`config.mk`:
```
export PLATFORM = sky130hd
export DESIGN_NAME = preemptive_priority_scheduler_core_flat
export DESIGN_NICKNAME = d
export VERILOG_FILES = /design/src/rtl/pps_pkg.sv /design/src/rtl/pps_if.sv /design/src/rtl/preemptive_priority_scheduler_core.sv /design/src/rtl/pps_cell.sv /design/src/flat_wrapper.sv
export VERILOG_INCLUDE_DIRS = /design/src /design/src/rtl
export SDC_FILE = /design/constraint.sdc
export NUM_CORES = 2
export LEC_CHECK = 0
export CORE_AREA = 2 2 373 375
export DETAILED_ROUTE_END_ITERATION = 8
export DIE_AREA = 0 0 375 377
export DONT_BUFFER_PORTS = 1
export HOLD_SLACK_MARGIN = 0.03
export PLACE_DENSITY_LB_ADDON = 0.2
export SLEW_MARGIN = 30
export SYNTH_ARGS = -nofsm -noshare
export SYNTH_HDL_FRONTEND = slang
export SYNTH_SLANG_ARGS = --single-unit
```
`constraint.sdc`:
```
create_clock -name clk_i -period 9.1 [get_ports clk_i]
set_input_delay 1.365 -clock clk_i [delete_from_list [all_inputs] [get_ports clk_i]]
set_output_delay 1.365 -clock clk_i [all_outputs]
set_load 0.01 [all_outputs]
```
`src/rtl/preemptive_priority_scheduler_core_macros.svh`:
```
// Assertion macros shared by the scheduler RTL.
// Depends on nothing; files that assert include it and provide clk_i and rst_ni.
`ifndef PREEMPTIVE_PRIORITY_SCHEDULER_CORE_MACROS_SVH
`define PREEMPTIVE_PRIORITY_SCHEDULER_CORE_MACROS_SVH

// Same-cycle implication, checked on every rising edge outside reset.
`define PPS_ASSERT_NOW(label, ante, cons) \
  label: assert property (@(posedge clk_i) disable iff (!rst_ni) (ante) |-> (cons)) \
    else $error("scheduler check failed");

// Next-cycle implication, checked on every rising edge outside reset.
`define PPS_ASSERT_NEXT(label, ante, cons) \
  label: assert property (@(posedge clk_i) disable iff (!rst_ni) (ante) |=> (cons)) \
    else $error("scheduler check failed");

`endif

```
`src/rtl/pps_pkg.sv`:
```
// Shared types and constants of the preemptive priority scheduler.
// Depends on nothing; used by the interfaces, the cell and the top level.
package pps_pkg;

  localparam int MaxProcsDef = 16;
  localparam int TimeW       = 16;
  localparam int PrioW       = 8;
  localparam int SlotFieldW  = 4;

  localparam logic [TimeW-1:0] TimeMax = {TimeW{1'b1}};

  // Operation codes of an input word.
  localparam logic OpLoad = 1'b0;
  localparam logic OpTick = 1'b1;

  // Broadcast write of one process slot.
  typedef struct packed {
    logic                  en;
    logic [SlotFieldW-1:0] slot;
    logic [TimeW-1:0]      arrival;
    logic [TimeW-1:0]      burst;
    logic [PrioW-1:0]      prio;
  } load_t;

  // Best ready candidate handed from cell to cell.
  typedef struct packed {
    logic             found;
    logic [PrioW-1:0] prio;
    logic [TimeW-1:0] arrive;
    logic [TimeW-1:0] burst;
    logic [TimeW-1:0] left;
  } cand_t;

endpackage

```
`src/rtl/pps_if.sv`:
```
// Valid/ready channel interfaces for the scheduler input and result words.
// Depends on pps_pkg for field widths.
interface pps_in_if;
  logic                          valid;
  logic                          ready;
  logic                          op;
  logic [pps_pkg::SlotFieldW-1:0] slot;
  logic [pps_pkg::TimeW-1:0]      arrival;
  logic [pps_pkg::TimeW-1:0]      burst;
  logic [pps_pkg::PrioW-1:0]      prio;

  modport source (output valid, op, slot, arrival, burst, prio, input ready);
  modport sink   (input valid, op, slot, arrival, burst, prio, output ready);
endinterface

interface pps_out_if;
  logic                          valid;
  logic                          ready;
  logic [pps_pkg::TimeW-1:0]      tick_time;
  logic                          idle;
  logic [pps_pkg::SlotFieldW-1:0] running_slot;
  logic                          finished;
  logic [pps_pkg::TimeW-1:0]      turnaround;
  logic [pps_pkg::TimeW-1:0]      waiting;
  logic                          time_saturated;

  modport source (output valid, tick_time, idle, running_slot, finished, turnaround,
                  waiting, time_saturated, input ready);
  modport sink   (input valid, tick_time, idle, running_slot, finished, turnaround,
                  waiting, time_saturated, output ready);
endinterface

```
`src/rtl/preemptive_priority_scheduler_core.sv`:
```
// Preemptive priority scheduler: a load word writes one process slot. A tick word is
// accepted first; then the best ready candidate moves through the chain of slot cells
// one cell per cycle during the scan, and a commit step decrements the chosen slot, if
// any, advances time and writes the result word. The commit waits while an earlier
// result word is not taken.
// Depends on pps_pkg, pps_if, pps_cell and the assertion macro header.
`include "preemptive_priority_scheduler_core_macros.svh"

module preemptive_priority_scheduler_core #(
  parameter int MAX_PROCS = pps_pkg::MaxProcsDef
) (
  input  logic          clk_i,
  input  logic          rst_ni,
  pps_in_if.sink        in_i,
  pps_out_if.source     out_o
);

  localparam int SlotW = $clog2(MAX_PROCS);

  localparam logic [1:0] StIdle   = 2'd0;
  localparam logic [1:0] StScan   = 2'd1;
  localparam logic [1:0] StCommit = 2'd2;

  logic [1:0]                  state_q, state_d;
  logic [SlotW-1:0]            cnt_q, cnt_d;
  logic [pps_pkg::TimeW-1:0]   now_q, now_d;
  logic                        in_fire;
  logic                        commit;
  pps_pkg::load_t              load;
  pps_pkg::cand_t              chain [MAX_PROCS+1];
  logic [SlotW-1:0]            chain_idx [MAX_PROCS+1];
  pps_pkg::cand_t              best;
  logic [SlotW-1:0]            best_idx;
  logic [pps_pkg::TimeW-1:0]   next_time;
  logic [pps_pkg::TimeW-1:0]   ta;
  logic                        fin;
  logic                        pick_ok;

  logic                          out_valid_q;
  logic [pps_pkg::TimeW-1:0]     tick_time_q;
  logic                          idle_q;
  logic [pps_pkg::SlotFieldW-1:0] running_slot_q;
  logic                          finished_q;
  logic [pps_pkg::TimeW-1:0]     turnaround_q;
  logic [pps_pkg::TimeW-1:0]     waiting_q;
  logic                          time_saturated_q;

  assign in_i.ready = (state_q == StIdle);
  assign in_fire    = in_i.valid && in_i.ready;
  assign commit     = (state_q == StCommit) && (!out_valid_q || out_o.ready);

  // Load words are broadcast to all cells as soon as they are accepted.
  assign load.en      = in_fire && (in_i.op == pps_pkg::OpLoad);
  assign load.slot    = in_i.slot;
  assign load.arrival = in_i.arrival;
  assign load.burst   = in_i.burst;
  assign load.prio    = in_i.prio;

  // Chain of slot cells; the head sees no candidate.
  assign chain[0]     = '0;
  assign chain_idx[0] = '0;

  for (genvar g = 0; g < MAX_PROCS; g++) begin : g_cell
    pps_cell #(
      .Idx   (g),
      .SlotW (SlotW)
    ) u_cell (
      .clk_i      (clk_i),
      .rst_ni     (rst_ni),
      .load_i     (load),
      .dec_i      (commit && best.found),
      .dec_idx_i  (best_idx),
      .now_i      (now_q),
      .cand_i     (chain[g]),
      .cand_idx_i (chain_idx[g]),
      .cand_o     (chain[g+1]),
      .cand_idx_o (chain_idx[g+1])
    );
  end

  assign best     = chain[MAX_PROCS];
  assign best_idx = chain_idx[MAX_PROCS];

  // Sequencer: wait for the scan to settle through every cell, then commit.
  always_comb begin
    state_d = state_q;
    cnt_d   = cnt_q;
    unique case (state_q)
      StIdle: begin
        if (in_fire && (in_i.op == pps_pkg::OpTick)) begin
          state_d = StScan;
          cnt_d   = '0;
        end
      end
      StScan: begin
        cnt_d = cnt_q + SlotW'(1);
        if (cnt_q == SlotW'(MAX_PROCS - 1)) begin
          state_d = StCommit;
        end
      end
      StCommit: begin
        if (commit) begin
          state_d = StIdle;
        end
      end
      default: begin
        state_d = StIdle;
      end
    endcase
  end

  // Time saturates at its maximum; completion is the end of the tick.
  always_comb begin
    next_time = (now_q == pps_pkg::TimeMax) ? now_q : now_q + pps_pkg::TimeW'(1);
    ta        = next_time - best.arrive;
    fin       = best.found && (best.left == pps_pkg::TimeW'(1));
    now_d     = commit ? next_time : now_q;
  end

  always_ff @(posedge clk_i or negedge rst_ni) begin
    if (!rst_ni) begin
      state_q <= StIdle;
      cnt_q   <= '0;
      now_q   <= '0;
    end else begin
      state_q <= state_d;
      cnt_q   <= cnt_d;
      now_q   <= now_d;
    end
  end

  // Result word register.
  always_ff @(posedge clk_i or negedge rst_ni) begin
    if (!rst_ni) begin
      out_valid_q <= 1'b0;
    end else if (commit) begin
      out_valid_q <= 1'b1;
    end else if (out_o.ready) begin
      out_valid_q <= 1'b0;
    end
  end

  always_ff @(posedge clk_i) begin
    if (commit) begin
      tick_time_q      <= now_q;
      idle_q           <= !best.found;
      running_slot_q   <= best.found ? pps_pkg::SlotFieldW'(best_idx) : '0;
      finished_q       <= fin;
      turnaround_q     <= fin ? ta : '0;
      waiting_q        <= (fin && (ta >= best.burst)) ? ta - best.burst : '0;
      time_saturated_q <= (next_time == pps_pkg::TimeMax);
    end
  end

  assign out_o.valid          = out_valid_q;
  assign out_o.tick_time      = tick_time_q;
  assign out_o.idle           = idle_q;
  assign out_o.running_slot   = running_slot_q;
  assign out_o.finished       = finished_q;
  assign out_o.turnaround     = turnaround_q;
  assign out_o.waiting        = waiting_q;
  assign out_o.time_saturated = time_saturated_q;

  // The winning candidate still has work and has already arrived.
  assign pick_ok = (best.left != '0) && (best.arrive <= now_q);

  // The chosen slot must really be ready at the current time.
  `PPS_ASSERT_NOW(a_pick_ready, (state_q == StCommit) && best.found, pick_ok)
  // Time moves only in the commit cycle.
  `PPS_ASSERT_NEXT(a_time_hold, state_q != StCommit, $stable(now_q))
  // Saturated time never wraps.
  `PPS_ASSERT_NEXT(a_time_sat, now_q == pps_pkg::TimeMax, now_q == pps_pkg::TimeMax)
  // A finished report always names a served slot.
  `PPS_ASSERT_NOW(a_fin_busy, out_valid_q && finished_q, !idle_q)

endmodule

```
`src/rtl/pps_cell.sv`:
```
// One process slot of the scheduler chain: slot state plus one stage of the scan.
// Depends on pps_pkg for the load and candidate structs.
module pps_cell #(
  parameter int Idx   = 0,
  parameter int SlotW = 4
) (
  input  logic                          clk_i,
  input  logic                          rst_ni,
  input  pps_pkg::load_t                load_i,
  input  logic                          dec_i,
  input  logic [SlotW-1:0]              dec_idx_i,
  input  logic [pps_pkg::TimeW-1:0]     now_i,
  input  pps_pkg::cand_t                cand_i,
  input  logic [SlotW-1:0]              cand_idx_i,
  output pps_pkg::cand_t                cand_o,
  output logic [SlotW-1:0]              cand_idx_o
);

  logic                          valid_q;
  logic [pps_pkg::TimeW-1:0]     arrive_q;
  logic [pps_pkg::TimeW-1:0]     burst_q;
  logic [pps_pkg::TimeW-1:0]     left_q;
  logic [pps_pkg::PrioW-1:0]     prio_q;
  logic                          load_hit;
  logic                          dec_hit;
  logic                          own_ready;
  logic                          take_own;
  pps_pkg::cand_t                cand_d, cand_q;
  logic [SlotW-1:0]              cand_idx_d, cand_idx_q;

  // A slot index that no cell owns simply finds no match.
  assign load_hit = load_i.en && (32'(load_i.slot) == Idx);
  assign dec_hit  = dec_i && (dec_idx_i == SlotW'(Idx));

  always_ff @(posedge clk_i or negedge rst_ni) begin
    if (!rst_ni) begin
      valid_q <= 1'b0;
    end else if (load_hit) begin
      valid_q <= 1'b1;
    end
  end

  // Slot contents; a load restarts the remaining work at the new burst.
  always_ff @(posedge clk_i) begin
    if (load_hit) begin
      arrive_q <= load_i.arrival;
      burst_q  <= load_i.burst;
      left_q   <= load_i.burst;
      prio_q   <= load_i.prio;
    end else if (dec_hit) begin
      left_q <= left_q - pps_pkg::TimeW'(1);
    end
  end

  // The incoming candidate comes from a lower slot, so it keeps ties.
  always_comb begin
    own_ready = valid_q && (arrive_q <= now_i) && (left_q != '0);
    take_own  = own_ready && (!cand_i.found || (prio_q < cand_i.prio));
    if (take_own) begin
      cand_d.found  = 1'b1;
      cand_d.prio   = prio_q;
      cand_d.arrive = arrive_q;
      cand_d.burst  = burst_q;
      cand_d.left   = left_q;
      cand_idx_d    = SlotW'(Idx);
    end else begin
      cand_d     = cand_i;
      cand_idx_d = cand_idx_i;
    end
  end

  always_ff @(posedge clk_i or negedge rst_ni) begin
    if (!rst_ni) begin
      cand_q     <= '0;
      cand_idx_q <= '0;
    end else begin
      cand_q     <= cand_d;
      cand_idx_q <= cand_idx_d;
    end
  end

  assign cand_o     = cand_q;
  assign cand_idx_o = cand_idx_q;

endmodule
```
`src/flat_wrapper.sv`:
```
// flat-port wrapper written by rule: the top's interface ports become plain ports
module preemptive_priority_scheduler_core_flat 
#(
  parameter int MAX_PROCS = pps_pkg::MaxProcsDef
)
  (clk_i, rst_ni, in_i_valid, in_i_op, in_i_slot, in_i_arrival, in_i_burst, in_i_prio, in_i_ready, out_o_valid, out_o_tick_time, out_o_idle, out_o_running_slot, out_o_finished, out_o_turnaround, out_o_waiting, out_o_time_saturated, out_o_ready);
  pps_in_if in_i_i ();
  pps_out_if out_o_i ();
  input  logic clk_i;
  input  logic rst_ni;
  input wire logic [$bits(in_i_i.valid)-1:0] in_i_valid;
  input wire logic [$bits(in_i_i.op)-1:0] in_i_op;
  input wire logic [$bits(in_i_i.slot)-1:0] in_i_slot;
  input wire logic [$bits(in_i_i.arrival)-1:0] in_i_arrival;
  input wire logic [$bits(in_i_i.burst)-1:0] in_i_burst;
  input wire logic [$bits(in_i_i.prio)-1:0] in_i_prio;
  output wire logic [$bits(in_i_i.ready)-1:0] in_i_ready;
  output wire logic [$bits(out_o_i.valid)-1:0] out_o_valid;
  output wire logic [$bits(out_o_i.tick_time)-1:0] out_o_tick_time;
  output wire logic [$bits(out_o_i.idle)-1:0] out_o_idle;
  output wire logic [$bits(out_o_i.running_slot)-1:0] out_o_running_slot;
  output wire logic [$bits(out_o_i.finished)-1:0] out_o_finished;
  output wire logic [$bits(out_o_i.turnaround)-1:0] out_o_turnaround;
  output wire logic [$bits(out_o_i.waiting)-1:0] out_o_waiting;
  output wire logic [$bits(out_o_i.time_saturated)-1:0] out_o_time_saturated;
  input wire logic [$bits(out_o_i.ready)-1:0] out_o_ready;
  assign in_i_i.valid = in_i_valid;
  assign in_i_i.op = in_i_op;
  assign in_i_i.slot = in_i_slot;
  assign in_i_i.arrival = in_i_arrival;
  assign in_i_i.burst = in_i_burst;
  assign in_i_i.prio = in_i_prio;
  assign in_i_ready = in_i_i.ready;
  assign out_o_valid = out_o_i.valid;
  assign out_o_tick_time = out_o_i.tick_time;
  assign out_o_idle = out_o_i.idle;
  assign out_o_running_slot = out_o_i.running_slot;
  assign out_o_finished = out_o_i.finished;
  assign out_o_turnaround = out_o_i.turnaround;
  assign out_o_waiting = out_o_i.waiting;
  assign out_o_time_saturated = out_o_i.time_saturated;
  assign out_o_i.ready = out_o_ready;
  preemptive_priority_scheduler_core #(.MAX_PROCS(MAX_PROCS)) u_core (.clk_i(clk_i), .rst_ni(rst_ni), .in_i(in_i_i), .out_o(out_o_i));
endmodule
```
==> impl_metrics.csv <==
group,metric,value,unit
clock_tree,post_cts_resized,0,
logic_synthesis,synth-xor-area-share,2.56,%
logic_synthesis,synthSimpleGateAreaFrac,7.14,%
die,die_width,375,um
place,hpwl,118,mm
setup_path,worstPathMaxFanout,25,
clock_tree,clk_pin_slew,0.06,ns
logic_synthesis,syn_nets,6210,
sta,slew_viol_final,0,
cells_and_area,nNetsFinal,6291,
logic_synthesis,synth_fa_ha_area_share,6.31,%
clock_tree,clk_path_buf_depth,3,
cells_and_area,regArea,53400,sq um
die,core.rowCount,136,
sta,skew,0.0352,ns
setup_path,arrival,7.41,ns
sta,post-route-min-period,6.90,ns
sta,setup_violations,0,
grt,grt-ovfl-total,0,
grt,grt_pass1_vias,48199,
sta,slew_headroom,27.4,%
sta,finalHoldViolCount,0,
pwr,p_int,18.4,mW
logic_synthesis,synth_mux_area_share,11.5,%
logic_synthesis,synth.distinct_cells,70,
place,io_buffers,0,
clock_tree,cts_tree,"yes",
run_status,status,"complete, no violations",
die,io-pin-count,106,
sta,layout_setup_ws,2.20,ns
worst_hold_path,min_to,"u_core.g_cell[7].u_cell.cand_idx_o[2]",
sta,fin_crit_sh,75.8,%
logic_synthesis,synthArstFlopShare,51.1,%
die,coreArea,137000,sq um
grt,gr-usage-all-layers,26.5,%
die,initial_utilization,59.9,%
routing,detail_route.wl_per_cell,23.6,um
place,postPlaceCellArea,84300,sq um
setup_path,rr_endpoint,"u_core.out_o.waiting[13]",
routing,post_drt_via_cell_ratio,5.90,
clock_tree,cts_setup_buffers,0,
pwr,clockPowerShare,31.2,%
setup_path,path_class,"reg2reg",
setup_path,end_kind,"flip-flop",
clock_tree,cts_hold_buffers,0,
logic_synthesis,synth_flop_cell,"dfrtp_1",
setup_path,cpLargestDelayFamily,"compound AO/OA/AOI/OAI gates",
sta,setup_tns,0,ns
place,place.gp.congestion,0.863,
routing,route.vias.total,45998,
logic_synthesis,syn_area,82000,sq um
logic_synthesis,avgSynthCellArea,14.3,sq um
routing,ant_nets,0,
logic_synthesis,synth_compound_area_share,5.27,%
setup_path,cp.depth,20,
cells_and_area,nFillCells,9390,
grt,grt_pass1_wl,286,mm
pwr,pwr-share-comb,22.4,%
setup_path,start_kind,"flip-flop",
cells_and_area,drive_gt1_share,21.7,%
pwr,p_sw,6.91,mW
logic_synthesis,ys_ff_latch,1943,
sta,rsz0062_at_grt,"false",
clock_tree,cts.sinks,1943,
pwr,p_leak,36.3,nW
worst_hold_path,worstHoldPathCells,1,
clock_tree,cts_max_level,4,
setup_path,crit_slowest_cell,"o21ai_0",
setup_path,rrSetupSlack,2.20,ns
sta,worst_pin_slew,1.08,ns
run,max_cap_violations,0,
setup_path,cp_num_buf_inv,1,
grt,grt_max_degree,176,
worst_hold_path,min_from,"u_core.g_cell[6].u_cell.cand_idx_o[2]",
routing,wl,184,mm
clock_tree,clk-insertion-delay-late,0.82,ns
pwr,pwr-share-seq,46.4,%
clock_tree,numCtsBuffers,193,
clock_tree,cts-root-buf,"clkbuf_16",
routing,drc,0,
pwr,powerDensity,278,nW/um^2
cells_and_area,postLayoutCellArea,90800,sq um
setup_path,critPathMaxStageDelay,0.78,ns
logic_synthesis,ys_warn_count,0,
worst_hold_path,hold_path.class,"reg2reg",
setup_path,r2r-start,"u_core.now_q[0]",
logic_synthesis,synthCells,5749,
pwr,ir_drop,199,uV
cells_and_area,area_delta_synth_final,10.8,%
setup_path,r2r_cells,20,
grt,antenna_found_initial,0,
logic_synthesis,synth_top_family_by_area,"multiplexers",
die,fp.dieArea,141000,sq um
routing,drtIter0Drc,3242,
routing,firstDrtPassIters,6,
cells_and_area,multi_input_area,27200,sq um
setup_path,cp_data_required_time,9.61,ns
pwr,p_sw_share,27.3,%
die,fp.dieH,377,um
logic_synthesis,yosysSeqAreaShare,65.1,%
sta,max_freq,145,MHz
setup_path,cp_cell_sequence,"buf_4 -> ha_1 -> and4_1 -> nand4_1 -> o21ai_0 -> ha_1 -> nor2b_1 -> o31a_1 -> o21ai_0 -> a21oi_1 -> a31oi_1 -> xnor2_1 -> ha_1 -> a21oi_1 -> o21ai_0 -> a21o_1 -> a211oi_1 -> a21oi_1 -> o21ai_2 -> a2111oi_0",
place,post-place-ws,2.21,ns
logic_synthesis,synth_edf_count,951,
layer usage:
layer  up-vias  GRT usage (%)  share of wire (%)
met5         -              0                  0
met4         0           7.96                2.6
met3       284           3.83                4.8
met2      1106           45.3                 50
met1     23557           35.6                 43
li1      21051              -                  -
state kept, by name (all words and copies together), names as in the netlist:
name	flops
u_core.cnt_q	4
u_core.g_cell.u_cell.arrive_q	256
u_core.g_cell.u_cell.burst_q	256
u_core.g_cell.u_cell.cand_idx_o	49
u_core.g_cell.u_cell.cand_o	904
u_core.g_cell.u_cell.left_q	256
u_core.g_cell.u_cell.prio_q	128
u_core.g_cell.u_cell.valid_q	16
u_core.now_q	16
u_core.out_o.finished	1
u_core.out_o.idle	1
u_core.out_o.running_slot	4
u_core.out_o.tick_time	16
u_core.out_o.time_saturated	1
u_core.out_o.turnaround	16
u_core.out_o.valid	1
u_core.out_o.waiting	16
u_core.state_q	2
placed cells by master (no fill, tap or decap), drive strengths merged, types with 80 or more instances in the layout:
cell    netlist  layout
dfrtp       992     992
and2         80      80
nand2       246     246
ha          410     410
xnor2       156     156
mux2        832     832
edfxtp      951     951
xor2         84      84
buf          59      82
a21oi       240     240
clkbuf      137     303
nand3        92      92
nor2        328     328
o21ai       211     211
inv         231     237
how the worst max path moves through the flow:
stage | to | startpoint
5_1_grt | u_core.out_o.waiting[13] | u_core.now_q[0]
2_1_floorplan | u_core.out_o.waiting[11] | u_core.now_q[0]
3_3_place_gp | u_core.out_o.waiting[13] | u_core.now_q[0]
4_1_cts | u_core.out_o.waiting[13] | u_core.now_q[0]
6_report | u_core.out_o.waiting[13] | u_core.now_q[0]
3_5_place_dp | u_core.out_o.waiting[13] | u_core.now_q[0]
power groups by stage:
stage / Clock [mW] / Sequential (mW) / Combinational (mW)
finish: 7.89 / 11.7 / 5.67
global route: 8.37 / 11.9 / 6.19
CTS: 8.01 / 11.7 / 5.69
detailed placement: 0 / 11.9 / 5.61
global placement: 0 / 11.8 / 5.52
floorplan: 0 / 11.6 / 4.16
cell families after synthesis:
kind of cell	Yosys count
compound gates	716
xor+xnor	240
fa+ha+maj	412
buf+inv	427
flops	1943
mux	838
simple gates	1173
worst register-to-register path: stages (launching register included):
cell and delay [ns]:
dfrtp_1 0.32, buf_4 0.33, ha_1 0.43, and4_1 0.34, nand4_1 0.47, o21ai_0 0.78
ha_1 0.36, nor2b_1 0.14, o31a_1 0.28, o21ai_0 0.21, a21oi_1 0.13, a31oi_1 0.21
xnor2_1 0.22, ha_1 0.39, a21oi_1 0.24, o21ai_0 0.13, a21o_1 0.19, a211oi_1 0.53
a21oi_1 0.16, o21ai_2 0.60, a2111oi_0 0.15
cell type report:
type                            count  area share (%)
Sequential cell                  1943            58.8
Tap cell                         1794            2.47
Clock buffer                      303            6.32
Timing Repair Buffer               82           0.832
Clock inverter                     65           0.736
Multi-Input combinational cell   3379            29.9
Inverter                          231           0.956
Antenna cell                        2         0.00551
synth_stat cells, types with 6 or more instances:
cell type    n  area share (%)
buf_1       18           0.082
nand2_1    246             1.1
buf_2       33            0.20
o31ai_1     33            0.30
a21o_1      73            0.67
or2_2       42            0.32
o21bai_1    14            0.13
o21a_1      18            0.16
o211ai_1     9           0.082
nand3b_1    12            0.11
a31oi_1     25            0.19
or4_1       25            0.23
or3_1       40            0.31
and2_1      79            0.60
mux2_2     823              11
nor2b_1     40            0.31
and3_1      12           0.092
ha_1       410             6.3
nand3_1     92            0.56
o31a_1       7           0.075
buf_6        7           0.096
nor3b_1     19            0.17
clkbuf_1   137            0.63
o2111ai_1   11            0.12
a2111oi_0   18            0.19
nor3_1      77            0.47
mux2_4       7            0.13
dfrtp_1    992              30
o21ai_0    208             1.3
a21oi_1    240             1.5
nor4_1      41            0.31
nand2b_1    49            0.37
inv_1      231             1.1
edfxtp_1   951              35
a211oi_1    20            0.18
and4_1      16            0.17
mux2i_1      6           0.073
xor2_1      84            0.90
xnor2_1    156             1.7
nor2_1     328             1.5
nand4_1     39            0.30
through the flow:
step | std cells | power [mW] | utilization [%] | hold WS [ns]
floorplan | 5749 | 15.7 | - | 0.413
finish | 7799 | 25.3 | 66.3 | 0.409
global placement | 7426 | 17.4 | 61.5 | 0.415
CTS | 7795 | 25.4 | 66.2 | 0.423
global route | 7797 | 26.4 | 66.3 | 0.435
detailed placement | 7427 | 17.5 | 61.6 | 0.418
Power figures use the tool's default switching activity.
